<file path="src/nfg_pkg.sv">
`default_nettype none

package nfg_pkg;

  // field widths
  localparam int CoordW   = 24;
  localparam int DiffW    = CoordW + 1;
  localparam int DistW    = 50;
  localparam int IdxW     = 10;
  localparam int RankW    = 2;
  localparam int NumSlots = 4;
  localparam int LimW     = 17;

  // grid size defaults
  localparam int NFG_MAX_ROWS = 1024;
  localparam int NFG_MAX_COLS = 1024;

  // default radius: 100 km in dm, squared
  localparam logic [DistW-1:0] RadiusDm    = DistW'(100000 * 10);
  localparam logic [DistW-1:0] RadiusReset = RadiusDm * RadiusDm;

  // request codes
  localparam logic ReqQuery = 1'b0;
  localparam logic ReqPoint = 1'b1;

  // accepted input word
  typedef struct packed {
    logic                     req_type;
    logic signed [CoordW-1:0] north;
    logic signed [CoordW-1:0] east;
    logic [IdxW-1:0]          row;
    logic [IdxW-1:0]          col;
    logic                     last;
  } nfg_item_t;

  // squared terms headed for the rank stage
  typedef struct packed {
    logic             valid;
    logic             query;
    logic             rank_en;
    logic             emit;
    logic [DistW-1:0] sq_n;
    logic [DistW-1:0] sq_e;
    logic [IdxW-1:0]  row;
    logic [IdxW-1:0]  col;
  } nfg_pt_t;

  // four ranked slots, nearest first
  typedef struct packed {
    logic [NumSlots-1:0][DistW-1:0] dsq;
    logic [NumSlots-1:0][IdxW-1:0]  row;
    logic [NumSlots-1:0][IdxW-1:0]  col;
    logic [NumSlots-1:0]            filled;
  } nfg_slots_t;

endpackage

`default_nettype wire

</file>
<file path="src/nfg_in_if.sv">
`default_nettype none

interface nfg_in_if import nfg_pkg::*; ();
  logic                     valid;
  logic                     ready;
  logic                     req_type;
  logic signed [CoordW-1:0] coord_north;
  logic signed [CoordW-1:0] coord_east;
  logic [IdxW-1:0]          point_row;
  logic [IdxW-1:0]          point_col;
  logic                     last_point;

  modport source (
    output valid, req_type, coord_north, coord_east, point_row, point_col, last_point,
    input  ready
  );
  modport sink (
    input  valid, req_type, coord_north, coord_east, point_row, point_col, last_point,
    output ready
  );
endinterface

`default_nettype wire

</file>
<file path="src/nfg_out_if.sv">
`default_nettype none

interface nfg_out_if import nfg_pkg::*; ();
  logic             valid;
  logic             ready;
  logic [RankW-1:0] rank;
  logic [IdxW-1:0]  near_row;
  logic [IdxW-1:0]  near_col;
  logic [DistW-1:0] dist_squared;
  logic             found;
  logic             last_result;

  modport source (
    output valid, rank, near_row, near_col, dist_squared, found, last_result,
    input  ready
  );
  modport sink (
    input  valid, rank, near_row, near_col, dist_squared, found, last_result,
    output ready
  );
endinterface

`default_nettype wire

</file>
<file path="src/nfg_dist.sv">
`default_nettype none

module nfg_dist import nfg_pkg::*; #(
  parameter int MAX_ROWS = NFG_MAX_ROWS,
  parameter int MAX_COLS = NFG_MAX_COLS
) (
  input  wire logic      clk,
  input  wire logic      rst_n,
  input  wire logic      adv,
  input  wire logic      take,
  input  wire nfg_item_t item,
  output nfg_pt_t        pt
);

  localparam logic [LimW-1:0] RowLim = LimW'(MAX_ROWS);
  localparam logic [LimW-1:0] ColLim = LimW'(MAX_COLS);

  logic                     s1_valid_r;
  nfg_item_t                s1_r;
  logic signed [CoordW-1:0] probe_n_r;
  logic signed [CoordW-1:0] probe_e_r;
  logic signed [DiffW-1:0]  dn;
  logic signed [DiffW-1:0]  de;
  logic signed [DistW-1:0]  prod_n;
  logic signed [DistW-1:0]  prod_e;
  logic                     on_grid;
  nfg_pt_t                  s2_r;

  // input register
  always_ff @(posedge clk) begin
    if (!rst_n) begin
      s1_valid_r <= 1'b0;
    end else if (adv) begin
      s1_valid_r <= take;
    end
  end

  always_ff @(posedge clk) begin
    if (adv && take) begin
      s1_r <= item;
    end
  end

  // probe position, latched as a query leaves the input register
  always_ff @(posedge clk) begin
    if (!rst_n) begin
      probe_n_r <= '0;
      probe_e_r <= '0;
    end else if (adv && s1_valid_r && s1_r.req_type == ReqQuery) begin
      probe_n_r <= s1_r.north;
      probe_e_r <= s1_r.east;
    end
  end

  // offsets and squares
  always_comb begin
    dn      = DiffW'(s1_r.north) - DiffW'(probe_n_r);
    de      = DiffW'(s1_r.east) - DiffW'(probe_e_r);
    prod_n  = DistW'(dn) * DistW'(dn);
    prod_e  = DistW'(de) * DistW'(de);
    on_grid = (LimW'(s1_r.row) < RowLim) && (LimW'(s1_r.col) < ColLim);
  end

  // square register
  always_ff @(posedge clk) begin
    if (!rst_n) begin
      s2_r.valid <= 1'b0;
    end else if (adv) begin
      s2_r.valid   <= s1_valid_r;
      s2_r.query   <= (s1_r.req_type == ReqQuery);
      s2_r.rank_en <= (s1_r.req_type == ReqPoint) && on_grid;
      s2_r.emit    <= (s1_r.req_type == ReqPoint) && s1_r.last;
      s2_r.sq_n    <= prod_n;
      s2_r.sq_e    <= prod_e;
      s2_r.row     <= s1_r.row;
      s2_r.col     <= s1_r.col;
    end
  end

  assign pt = s2_r;

endmodule

`default_nettype wire

</file>
<file path="src/nfg_rank.sv">
`default_nettype none

module nfg_rank import nfg_pkg::*; (
  input  wire logic             clk,
  input  wire logic             rst_n,
  input  wire logic             adv,
  input  wire nfg_pt_t          pt,
  input  wire logic [DistW-1:0] radius,
  output nfg_slots_t            slots,
  output nfg_slots_t            slots_nxt
);

  nfg_slots_t          slots_r;
  logic [DistW-1:0]    d;
  logic [NumSlots-1:0] lt;

  // compare against every slot and insert; slots are kept sorted,
  // so the less-than flags form a thermometer code
  always_comb begin
    d         = pt.sq_n + pt.sq_e;
    slots_nxt = slots_r;
    for (int k = 0; k < NumSlots; k++) begin
      lt[k] = d < slots_r.dsq[k];
    end
    if (pt.query) begin
      for (int k = 0; k < NumSlots; k++) begin
        slots_nxt.dsq[k]    = radius;
        slots_nxt.row[k]    = '0;
        slots_nxt.col[k]    = '0;
        slots_nxt.filled[k] = 1'b0;
      end
    end else if (pt.rank_en) begin
      if (lt[0]) begin
        slots_nxt.dsq[0]    = d;
        slots_nxt.row[0]    = pt.row;
        slots_nxt.col[0]    = pt.col;
        slots_nxt.filled[0] = 1'b1;
      end
      for (int k = 1; k < NumSlots; k++) begin
        if (lt[k-1]) begin
          slots_nxt.dsq[k]    = slots_r.dsq[k-1];
          slots_nxt.row[k]    = slots_r.row[k-1];
          slots_nxt.col[k]    = slots_r.col[k-1];
          slots_nxt.filled[k] = slots_r.filled[k-1];
        end else if (lt[k]) begin
          slots_nxt.dsq[k]    = d;
          slots_nxt.row[k]    = pt.row;
          slots_nxt.col[k]    = pt.col;
          slots_nxt.filled[k] = 1'b1;
        end
      end
    end
  end

  // slot registers
  always_ff @(posedge clk) begin
    if (!rst_n) begin
      for (int k = 0; k < NumSlots; k++) begin
        slots_r.dsq[k]    <= RadiusReset;
        slots_r.row[k]    <= '0;
        slots_r.col[k]    <= '0;
        slots_r.filled[k] <= 1'b0;
      end
    end else if (adv && pt.valid) begin
      slots_r <= slots_nxt;
    end
  end

  assign slots = slots_r;

endmodule

`default_nettype wire

</file>
<file path="src/nfg_emit.sv">
`default_nettype none

module nfg_emit import nfg_pkg::*; (
  input  wire logic       clk,
  input  wire logic       rst_n,
  input  wire logic       load,
  input  wire nfg_slots_t slots_nxt,
  nfg_out_if.source       out_bus,
  output logic            busy
);

  localparam logic [RankW-1:0] LastRank = RankW'(NumSlots - 1);

  nfg_slots_t       buf_r;
  logic             found_r;
  logic [RankW-1:0] idx_r;
  logic             busy_r;
  logic             all_filled;
  logic             taken;

  assign all_filled = &slots_nxt.filled;
  assign taken      = busy_r && out_bus.ready;

  // snapshot of the slots; indices zeroed when not all were filled
  always_ff @(posedge clk) begin
    if (load) begin
      found_r <= all_filled;
      for (int k = 0; k < NumSlots; k++) begin
        buf_r.dsq[k]    <= slots_nxt.dsq[k];
        buf_r.row[k]    <= all_filled ? slots_nxt.row[k] : '0;
        buf_r.col[k]    <= all_filled ? slots_nxt.col[k] : '0;
        buf_r.filled[k] <= slots_nxt.filled[k];
      end
    end
  end

  // drain counter, one word per handshake
  always_ff @(posedge clk) begin
    if (!rst_n) begin
      busy_r <= 1'b0;
      idx_r  <= '0;
    end else if (load) begin
      busy_r <= 1'b1;
      idx_r  <= '0;
    end else if (taken) begin
      idx_r <= idx_r + RankW'(1);
      if (idx_r == LastRank) begin
        busy_r <= 1'b0;
      end
    end
  end

  assign out_bus.valid        = busy_r;
  assign out_bus.rank         = idx_r;
  assign out_bus.near_row     = buf_r.row[idx_r];
  assign out_bus.near_col     = buf_r.col[idx_r];
  assign out_bus.dist_squared = buf_r.dsq[idx_r];
  assign out_bus.found        = found_r && buf_r.filled[idx_r];
  assign out_bus.last_result  = (idx_r == LastRank);
  assign busy                 = busy_r;

endmodule

`default_nettype wire

</file>
<file path="src/nearest_four_grid_search.sv">
`default_nettype none

// Channel   Dir  Handshake      Word
// in_bus    in   valid/ready    req_type, coord_north, coord_east, point_row,
//                               point_col, last_point
// out_bus   out  valid/ready    rank, near_row, near_col, dist_squared, found,
//                               last_result
// cfg_      in   cfg_we         cfg_wdata = radius_squared
//
// One input word per cycle while no last point stalls on a busy result buffer.
// A word passes an input register, a square register and the slot registers; a
// last point's four results are buffered, then drain one per cycle when ready.
// A last point that finds the buffer still draining waits in the square stage,
// holding in_bus.ready low until the cycle after the rank 3 word is taken.
// Synchronous reset: slots start at the default radius squared, probe at zero.
// A radius write takes effect at the next query.

module nearest_four_grid_search import nfg_pkg::*; #(
  parameter int MAX_ROWS = NFG_MAX_ROWS,
  parameter int MAX_COLS = NFG_MAX_COLS
) (
  input  wire logic             clk,
  input  wire logic             rst_n,
  nfg_in_if.sink                in_bus,
  nfg_out_if.source             out_bus,
  input  wire logic             cfg_we,
  input  wire logic [DistW-1:0] cfg_wdata
);

  logic [DistW-1:0] radius_r;
  nfg_item_t        item;
  nfg_pt_t          pt;
  nfg_slots_t       slots;
  nfg_slots_t       slots_nxt;
  logic             emit_busy;
  logic             adv;

  // radius register
  always_ff @(posedge clk) begin
    if (!rst_n) begin
      radius_r <= RadiusReset;
    end else if (cfg_we) begin
      radius_r <= cfg_wdata;
    end
  end

  // pipeline holds only when a last point meets a busy result buffer
  assign adv          = !(pt.valid && pt.emit && emit_busy);
  assign in_bus.ready = adv;

  always_comb begin
    item.req_type = in_bus.req_type;
    item.north    = in_bus.coord_north;
    item.east     = in_bus.coord_east;
    item.row      = in_bus.point_row;
    item.col      = in_bus.point_col;
    item.last     = in_bus.last_point;
  end

  nfg_dist #(
    .MAX_ROWS (MAX_ROWS),
    .MAX_COLS (MAX_COLS)
  ) u_dist (
    .clk   (clk),
    .rst_n (rst_n),
    .adv   (adv),
    .take  (in_bus.valid),
    .item  (item),
    .pt    (pt)
  );

  nfg_rank u_rank (
    .clk       (clk),
    .rst_n     (rst_n),
    .adv       (adv),
    .pt        (pt),
    .radius    (radius_r),
    .slots     (slots),
    .slots_nxt (slots_nxt)
  );

  nfg_emit u_emit (
    .clk       (clk),
    .rst_n     (rst_n),
    .load      (adv && pt.valid && pt.emit),
    .slots_nxt (slots_nxt),
    .out_bus   (out_bus),
    .busy      (emit_busy)
  );

  // slots stay in ascending order
  a_sorted: assert property (@(posedge clk) disable iff (!rst_n)
    slots.dsq[0] <= slots.dsq[1] && slots.dsq[1] <= slots.dsq[2] &&
    slots.dsq[2] <= slots.dsq[3])
    else $error("slot distances out of order");

  // input stalls only while results are pending
  a_stall: assert property (@(posedge clk) disable iff (!rst_n)
    !in_bus.ready |-> out_bus.valid)
    else $error("input stalled with no results pending");

  // ranks advance by one within a burst
  a_rank_step: assert property (@(posedge clk) disable iff (!rst_n)
    out_bus.valid && out_bus.ready && !out_bus.last_result |=>
      out_bus.valid && out_bus.rank == $past(out_bus.rank) + RankW'(1))
    else $error("result burst broken");

  // a burst ends with an empty buffer
  a_burst_end: assert property (@(posedge clk) disable iff (!rst_n)
    out_bus.valid && out_bus.ready && out_bus.last_result |=> !out_bus.valid)
    else $error("result buffer reloaded while draining");

endmodule

`default_nettype wire

</file>
<file path="src/flat_wrapper.sv">
// flat-port wrapper written by rule: the top's interface ports become plain ports
module nearest_four_grid_search_flat import nfg_pkg::*;
#(
  parameter int MAX_ROWS = NFG_MAX_ROWS,
  parameter int MAX_COLS = NFG_MAX_COLS
)
  (clk, rst_n, cfg_we, cfg_wdata, in_bus_valid, in_bus_req_type, in_bus_coord_north, in_bus_coord_east, in_bus_point_row, in_bus_point_col, in_bus_last_point, in_bus_ready, out_bus_valid, out_bus_rank, out_bus_near_row, out_bus_near_col, out_bus_dist_squared, out_bus_found, out_bus_last_result, out_bus_ready);
  nfg_in_if in_bus_i ();
  nfg_out_if out_bus_i ();
  input  wire logic clk;
  input  wire logic rst_n;
  input  wire logic cfg_we;
  input  wire logic [DistW-1:0] cfg_wdata;
  input wire logic [$bits(in_bus_i.valid)-1:0] in_bus_valid;
  input wire logic [$bits(in_bus_i.req_type)-1:0] in_bus_req_type;
  input wire logic [$bits(in_bus_i.coord_north)-1:0] in_bus_coord_north;
  input wire logic [$bits(in_bus_i.coord_east)-1:0] in_bus_coord_east;
  input wire logic [$bits(in_bus_i.point_row)-1:0] in_bus_point_row;
  input wire logic [$bits(in_bus_i.point_col)-1:0] in_bus_point_col;
  input wire logic [$bits(in_bus_i.last_point)-1:0] in_bus_last_point;
  output wire logic [$bits(in_bus_i.ready)-1:0] in_bus_ready;
  output wire logic [$bits(out_bus_i.valid)-1:0] out_bus_valid;
  output wire logic [$bits(out_bus_i.rank)-1:0] out_bus_rank;
  output wire logic [$bits(out_bus_i.near_row)-1:0] out_bus_near_row;
  output wire logic [$bits(out_bus_i.near_col)-1:0] out_bus_near_col;
  output wire logic [$bits(out_bus_i.dist_squared)-1:0] out_bus_dist_squared;
  output wire logic [$bits(out_bus_i.found)-1:0] out_bus_found;
  output wire logic [$bits(out_bus_i.last_result)-1:0] out_bus_last_result;
  input wire logic [$bits(out_bus_i.ready)-1:0] out_bus_ready;
  assign in_bus_i.valid = in_bus_valid;
  assign in_bus_i.req_type = in_bus_req_type;
  assign in_bus_i.coord_north = in_bus_coord_north;
  assign in_bus_i.coord_east = in_bus_coord_east;
  assign in_bus_i.point_row = in_bus_point_row;
  assign in_bus_i.point_col = in_bus_point_col;
  assign in_bus_i.last_point = in_bus_last_point;
  assign in_bus_ready = in_bus_i.ready;
  assign out_bus_valid = out_bus_i.valid;
  assign out_bus_rank = out_bus_i.rank;
  assign out_bus_near_row = out_bus_i.near_row;
  assign out_bus_near_col = out_bus_i.near_col;
  assign out_bus_dist_squared = out_bus_i.dist_squared;
  assign out_bus_found = out_bus_i.found;
  assign out_bus_last_result = out_bus_i.last_result;
  assign out_bus_i.ready = out_bus_ready;
  nearest_four_grid_search #(.MAX_ROWS(MAX_ROWS), .MAX_COLS(MAX_COLS)) u_core (.clk(clk), .rst_n(rst_n), .in_bus(in_bus_i), .out_bus(out_bus_i), .cfg_we(cfg_we), .cfg_wdata(cfg_wdata));
endmodule
</file>
<file path="config.mk">
export PLATFORM = sky130hd
export DESIGN_NAME = nearest_four_grid_search_flat
export DESIGN_NICKNAME = d
export VERILOG_FILES = /design/src/nfg_pkg.sv /design/src/nfg_in_if.sv /design/src/nfg_out_if.sv /design/src/nfg_dist.sv /design/src/nfg_rank.sv /design/src/nfg_emit.sv /design/src/nearest_four_grid_search.sv /design/src/flat_wrapper.sv
export SDC_FILE = /design/constraint.sdc
export NUM_CORES = 2
export LEC_CHECK = 0
export BUFFER_PORTS_ARGS = -buffer_cell sky130_fd_sc_hd__clkbuf_2
export CAP_MARGIN = 20
export CELL_PAD_IN_SITES_DETAIL_PLACEMENT = 1
export CELL_PAD_IN_SITES_GLOBAL_PLACEMENT = 2
export CORE_UTILIZATION = 43
export DETAILED_ROUTE_END_ITERATION = 12
export GPL_TIMING_DRIVEN = 0
export PLACE_DENSITY = 0.81
export SLEW_MARGIN = 20
export SYNTH_ARGS = -nofsm -noshare
export SYNTH_HDL_FRONTEND = slang
export SYNTH_SLANG_ARGS = --single-unit
</file>
<file path="constraint.sdc">
create_clock -name clk -period 15.5 [get_ports clk]
set_clock_uncertainty 0.1 [all_clocks]
set_input_delay 1.55 -clock clk [delete_from_list [all_inputs] [get_ports clk]]
set_output_delay 1.55 -clock clk [all_outputs]
set_load 0.03 [all_outputs]
</file>
After elaboration in Yosys (flattened, before gate mapping)
Index checks and enable logic that the tools add are counted.
- add/subtract/negate cells: 4
- $mul: 2
- magnitude comparators: 5
- eq/ne operators: 1
- muxes and demuxes: 41
- bitwise operators: 3
- reduce and logical (&&, ||, !) cells: 17
- operators with widths (kind ; count):
    2-to-1 mux 284 bit ; 2
    2-to-1 mux 50 bit ; 8
    less-than comparator 50 bit ; 4
    2-to-1 mux 10 bit ; 16
    binary-select mux 50 bit (select 2 bit) ; 1
    multiplier 25 x 25 -> 50 bit ; 2
    adder 50 bit ; 1
    subtractor 24 x 24 -> 25 bit ; 2
    binary-select mux 10 bit (select 2 bit) ; 2
    2-to-1 mux 1 bit ; 11
    logical AND 1 bit ; 10
    AND reduction 2 bit ; 2
    AND reduction 4 bit ; 1
    nonzero test 2 bit ; 2
    less-than comparator 2 x 3 -> 1 bit, second input constant ; 1
    inverter 1 bit ; 3
    adder 2 x 1 -> 2 bit, second input constant ; 1
    binary-select mux 1 bit (select 2 bit) ; 1
    == test 2 bit, second input constant ; 1
    OR reduction 2 bit ; 1
    logical NOT 1 bit ; 1
- flip-flop bits (word level): 865
- bits of input ports: 125
- output and inout bits: 76
- word-level logic and storage cells: 120

Logic depth before layout (Yosys ltp)
- depth in word-level cells: 7
- depth in mapped cells: 40
- gate-level depth less buffers: 39

Hierarchy
A second synthesis with hierarchy kept.
- cell total of the unflattened synthesis: 8936
- area, all modules: 87139.8 um^2
- modules (own cells, without submodules) (module ; times used ; cells each ; area an instance (um^2) ; seq. area each (um^2)):
    nfg_dist ; 1 ; 4998 ; 50203.1 ; 6736.5
    nfg_rank ; 1 ; 3297 ; 23981.8 ; 5685.5
    nfg_emit ; 1 ; 477 ; 11039.3 ; 8618.3
    nearest_four_grid_search ; 1 ; 164 ; 1915.6 ; 1001.0

Least setup slack after synthesis
OpenSTA, ideal clock, no wires.
- kind: reg2reg
- from: reg u_core.u_emit.busy_r, in the netlist u_core.u_emit.busy
- to: reg u_core.u_emit.buf_r[0] in the netlist's numbering (enable)
- library setup time: 0.940 ns
- arrival: 12.347 ns
- path slack: 2.113 ns
- stages on the path, launching flop included: 2
- cells stage by stage: dfxtp_1 -> nor2_1
- word-level cells in the longest chain between the ends: 4
- ends and longest elaborated chain (element ; RTL line ; RTL):
    from (decl) ; nfg_emit.sv:17 ; logic busy_r;
    from (signal assigned) ; nfg_emit.sv:40 ; busy_r <= 1'b0;
    from (signal assigned) ; nfg_emit.sv:43 ; busy_r <= 1'b1;
    from (signal assigned) ; nfg_emit.sv:48 ; busy_r <= 1'b0;
    logical AND 1 bit ; nearest_four_grid_search.sv:48 ; assign adv = !(pt.valid && pt.emit && emit_busy);
    logical NOT 1 bit ; nearest_four_grid_search.sv:48 ;
    logical AND 1 bit (2 in series) ; nearest_four_grid_search.sv:85 ; .load (adv && pt.valid && pt.emit),
    via u_core.u_emit.load ; nfg_emit.sv:6 ; input wire logic load,
    to (decl) ; nfg_emit.sv:14 ; nfg_slots_t buf_r;
The timed path passes the listed nets, and every way through them passes these cells.
A chain may end at the register's enable or synchronous reset.

Final worst setup path
- from: reg u_core.u_dist.s1_r[21] in the netlist's numbering
- to: reg u_core.u_dist.s2_r, in the netlist u_core.u_dist.pt[69] (data pin)
- word-level cells in the longest chain between the ends: 2
- ends and longest elaborated chain (element ; RTL line ; RTL):
    from (decl) ; nfg_dist.sv:19 ; nfg_item_t s1_r;
    from (signal assigned) ; nfg_dist.sv:40 ; s1_r <= item;
    subtractor 24 x 24 -> 25 bit ; nfg_dist.sv:58 ; de = DiffW'(s1_r.east) - DiffW'(probe_e_r);
    multiplier 25 x 25 -> 50 bit ; nfg_dist.sv:60 ; prod_e = DistW'(de) * DistW'(de);
    via u_core.u_dist.prod_e[49] ; nfg_dist.sv:25 ; logic signed [DistW-1:0] prod_e;
    to (decl) ; nfg_dist.sv:27 ; nfg_pt_t s2_r;
The timed path passes the listed nets, and every way through them passes these cells.

==> impl_metrics.yaml <==
critical_path:
  rr_worst_depth: 39
  cp_slowest_cell: "clkinv_1"
  rr_startpoint: "u_core.u_dist.s1_r[21]$_DFFE_PP_"
  critPathKind: "flop to flop"
  timing.rr.end: "u_core.u_dist.pt[69]$_DFFE_PP_"
  crit_path_frequent_cell: "fa_1"
  start_kind: "flop"
  critPathTopFamily: "adder cells"
  arrival_ns: 13.19
  crit_fanout: 10
  setup.worst_path.end: "u_core.u_dist.pt[69]$_DFFE_PP_"
  slowest_delay_ns: 0.99
  worst-r2r-setup-slack_ns: 2.68
  cp-startpoint: "u_core.u_dist.s1_r[21]$_DFFE_PP_"
  cp_num_buf_inv: 10
  worst_setup_path_end_kind: "flop"
  cp.depth: 39
  worstPathRequired_ns: 15.88
layout:
  stdcell_count: 12000
  fin_area_sq_mm: 0.0963
  area_growth_pct: 10.4
  nets: 11100
  drive_above_1_share_pct: 8.90
logic_synthesis:
  synth-edff-count: 476
  synthCells: 8856
  synth_cell_types: 114
  avgSynthCellArea_sq_um: 9.85
  syn_area_sq_mm: 0.0872
  seq_area_frac_synth_pct: 25.3
  ys_ff_latch: 863
  synth-main-ff-cell: "edfxtp_1"
  async_reset_ff_share_pct: 0
  ys_warn_count: 0
sta:
  relSlewSlack_pct: 10.6
  tns_ns: 0
  layout_setup_ws_ns: 2.68
  fin_crit_ns: 12.82
  rsz0062_at_grt: "no"
  worstMarginPinSlew_ns: 1.34
  fin_crit_sh_pct: 82.7
  report.final.slew_viol_count: 0
  hold_viol_final: 0
  setup_viol: 0
  fmaxAchievable_mhz: 78.0
job:
  cap_violations: 0
clocking:
  cts_resized: 0
  clockBufferDepth: 3
  postCtsSetupRepairBufs: 0
  ctsHoldBuffers: 0
  clkSinkCount: 863
  clk-insertion-delay-late_ns: 0.81
  tritoncts: "yes"
  numCtsBuffers: 104
  cts-root-buf: "clkbuf_16"
  cts.htree.levels: 3
  clk_pin_slew_ns: 0.06
place:
  post-place-ws_ns: 3.04
  dpl-instance-area_sq_mm: 0.0926
  port_buffers: 198
  place_inst: 11700
  place_hpwl_mm: 304
  place_congestion: 1.05
floorplan:
  num_rows: 164
  dieArea_sq_mm: 0.205
  io_pins: 201
  core_area_sq_mm: 0.201
  initial_core_util_pct: 43.5
  die_x_um: 452
  fp.dieH_um: 452
drt:
  drtAntennaViolNets: 0
  routed-via-count: 72200
  vias_per_cell: 6.04
  wl_mm: 384
  drc_errors: 0
  wl_per_cell_um: 32.1
  drtIter0Drc: 6868
  drt-pass1-iter-count: 6
hold_path:
  hold_path.class: "flop to flop"
outcome:
  outcome: "finished clean"
global_route:
  grtUsageMet2_pct: 59.9
  grt_pass1_vias: 78600
  overflow: 0
  gr-usage-met3_pct: 7.40
  antenna_found_initial: 14
  grt_max_degree: 33
  grt.total_usage_pct: 37.7
  grt-busiest-layer: "met2"
  gr-usage-met1_pct: 46.9
  grt_first_pass_wirelength_mm: 552
-- metal layers --
layer / part of all wire (%) / up-vias
met5: 0.016 / -
met4: 7.6 / 12
met3: 7.9 / 1050
met2: 45 / 3463
met1: 39 / 37400
li1: - / 30300
-- how the worst min path moves through the flow --
stage | from | endpoint | slack (ns) | cells past startpoint
after global routing | u_core.u_dist.s1_r[20]$_DFFE_PP_ | u_core.u_dist.pt[19]$_DFFE_PP_ | 0.33 | 0
after floorplan | u_core.u_dist.s1_r[1]$_DFFE_PP_ | u_core.u_dist.pt[0]$_DFFE_PP_ | 0.30 | 0
final | u_core.u_dist.s1_r[20]$_DFFE_PP_ | u_core.u_dist.pt[19]$_DFFE_PP_ | 0.31 | 0
after global placement | u_core.u_dist.s1_r[6]$_DFFE_PP_ | u_core.u_dist.pt[5]$_DFFE_PP_ | 0.31 | 0
after detailed placement | u_core.u_dist.s1_r[4]$_DFFE_PP_ | u_core.u_dist.pt[3]$_DFFE_PP_ | 0.31 | 0
after CTS | u_core.u_dist.s1_r[20]$_DFFE_PP_ | u_core.u_dist.pt[19]$_DFFE_PP_ | 0.32 | 0
-- cell usage after synthesis, drive strengths merged, types with 30 or more instances --
library cell | number | area (sq um)
dfxtp | 387 | 7750
a211oi | 83 | 643
fa | 1215 | 24300
nand3 | 75 | 380
a22o | 64 | 561
xnor2 | 130 | 1190
o41ai | 40 | 564
xor2 | 59 | 532
buf | 103 | 483
o21ba | 39 | 390
nor2b | 50 | 320
and2 | 43 | 269
a21o | 188 | 1410
o21bai | 47 | 357
o21a | 40 | 302
a31oi | 67 | 434
mux2i | 95 | 951
o31ai | 61 | 463
o22ai | 32 | 200
o221ai | 58 | 508
nor2 | 730 | 2740
o21ai | 337 | 1720
nor3 | 136 | 697
nand2b | 37 | 231
or3 | 35 | 219
a21oi | 402 | 2060
nand2 | 798 | 3000
and3 | 42 | 268
clkbuf | 313 | 1170
a221oi | 30 | 280
ha | 586 | 7330
a2bb2oi | 30 | 263
nand4 | 70 | 444
edfxtp | 476 | 14300
a22oi | 47 | 353
inv | 1545 | 5800
mux4 | 71 | 1600
-- state kept, by name, summed over array words and instances (netlist names) --
signal,flops
u_core.radius_r,50
u_core.u_emit.busy,1
u_core.u_rank.slots,284
u_core.u_emit.found_r,1
u_core.u_dist.probe_n_r,24
u_core.u_dist.s1_valid_r,1
u_core.u_emit.out_bus.rank,2
u_core.u_dist.s1_r,70
u_core.u_dist.probe_e_r,24
u_core.u_emit.buf_r,284
u_core.u_dist.pt,122
-- per-stage QoR --
step	hold WS, ns	utilization, %
6_report	0.312	48.0
5_1_grt	0.325	48.0
4_1_cts	0.318	47.9
3_5_place_dp	0.305	46.1
3_3_place_gp	0.305	45.6
2_1_floorplan	0.300	-
-- area by class of cell --
cell class	count	area [sq um]
Fill cell	22400	104000
Multi-Input combinational cell	6017	58000
Sequential cell	863	22000
Inverter	1561	5860
Tap cell	2656	3320
Clock buffer	130	2770
Buffer	416	1740
Timing Repair Buffer	239	1710
Clock inverter	65	860
Antenna cell	9	22.5
-- cells in the final DEF, fill, tap and decap left out, types with 278 or more instances in the layout --
cell type / netlist / final
a21oi_1: 395 / 395
clkbuf_1: 313 / 278
dfxtp_1: 387 / 387
edfxtp_1: 476 / 476
fa_1: 1215 / 1215
ha_1: 586 / 586
inv_1: 1539 / 1539
nand2_1: 797 / 797
nor2_1: 729 / 721
o21ai_0: 316 / 313
-- logic make-up (layout without fill, tap and decap cells) --
kind of cell | Yosys count | after routing | share of synthesized area (%)
other cells | 1 | 11 | 0.00430
fa+ha+maj | 1801 | 1801 | 36.3
buf+inv | 1977 | 2411 | 8.62
xor+xnor | 189 | 189 | 1.97
simple gates | 2064 | 2064 | 10.3
flops | 863 | 863 | 25.3
compound gates | 1787 | 1787 | 14.6
mux | 174 | 174 | 3.03
Power is not shown: default switching activity piles up to over one toggle a cycle in this logic, so the estimate is an artifact.
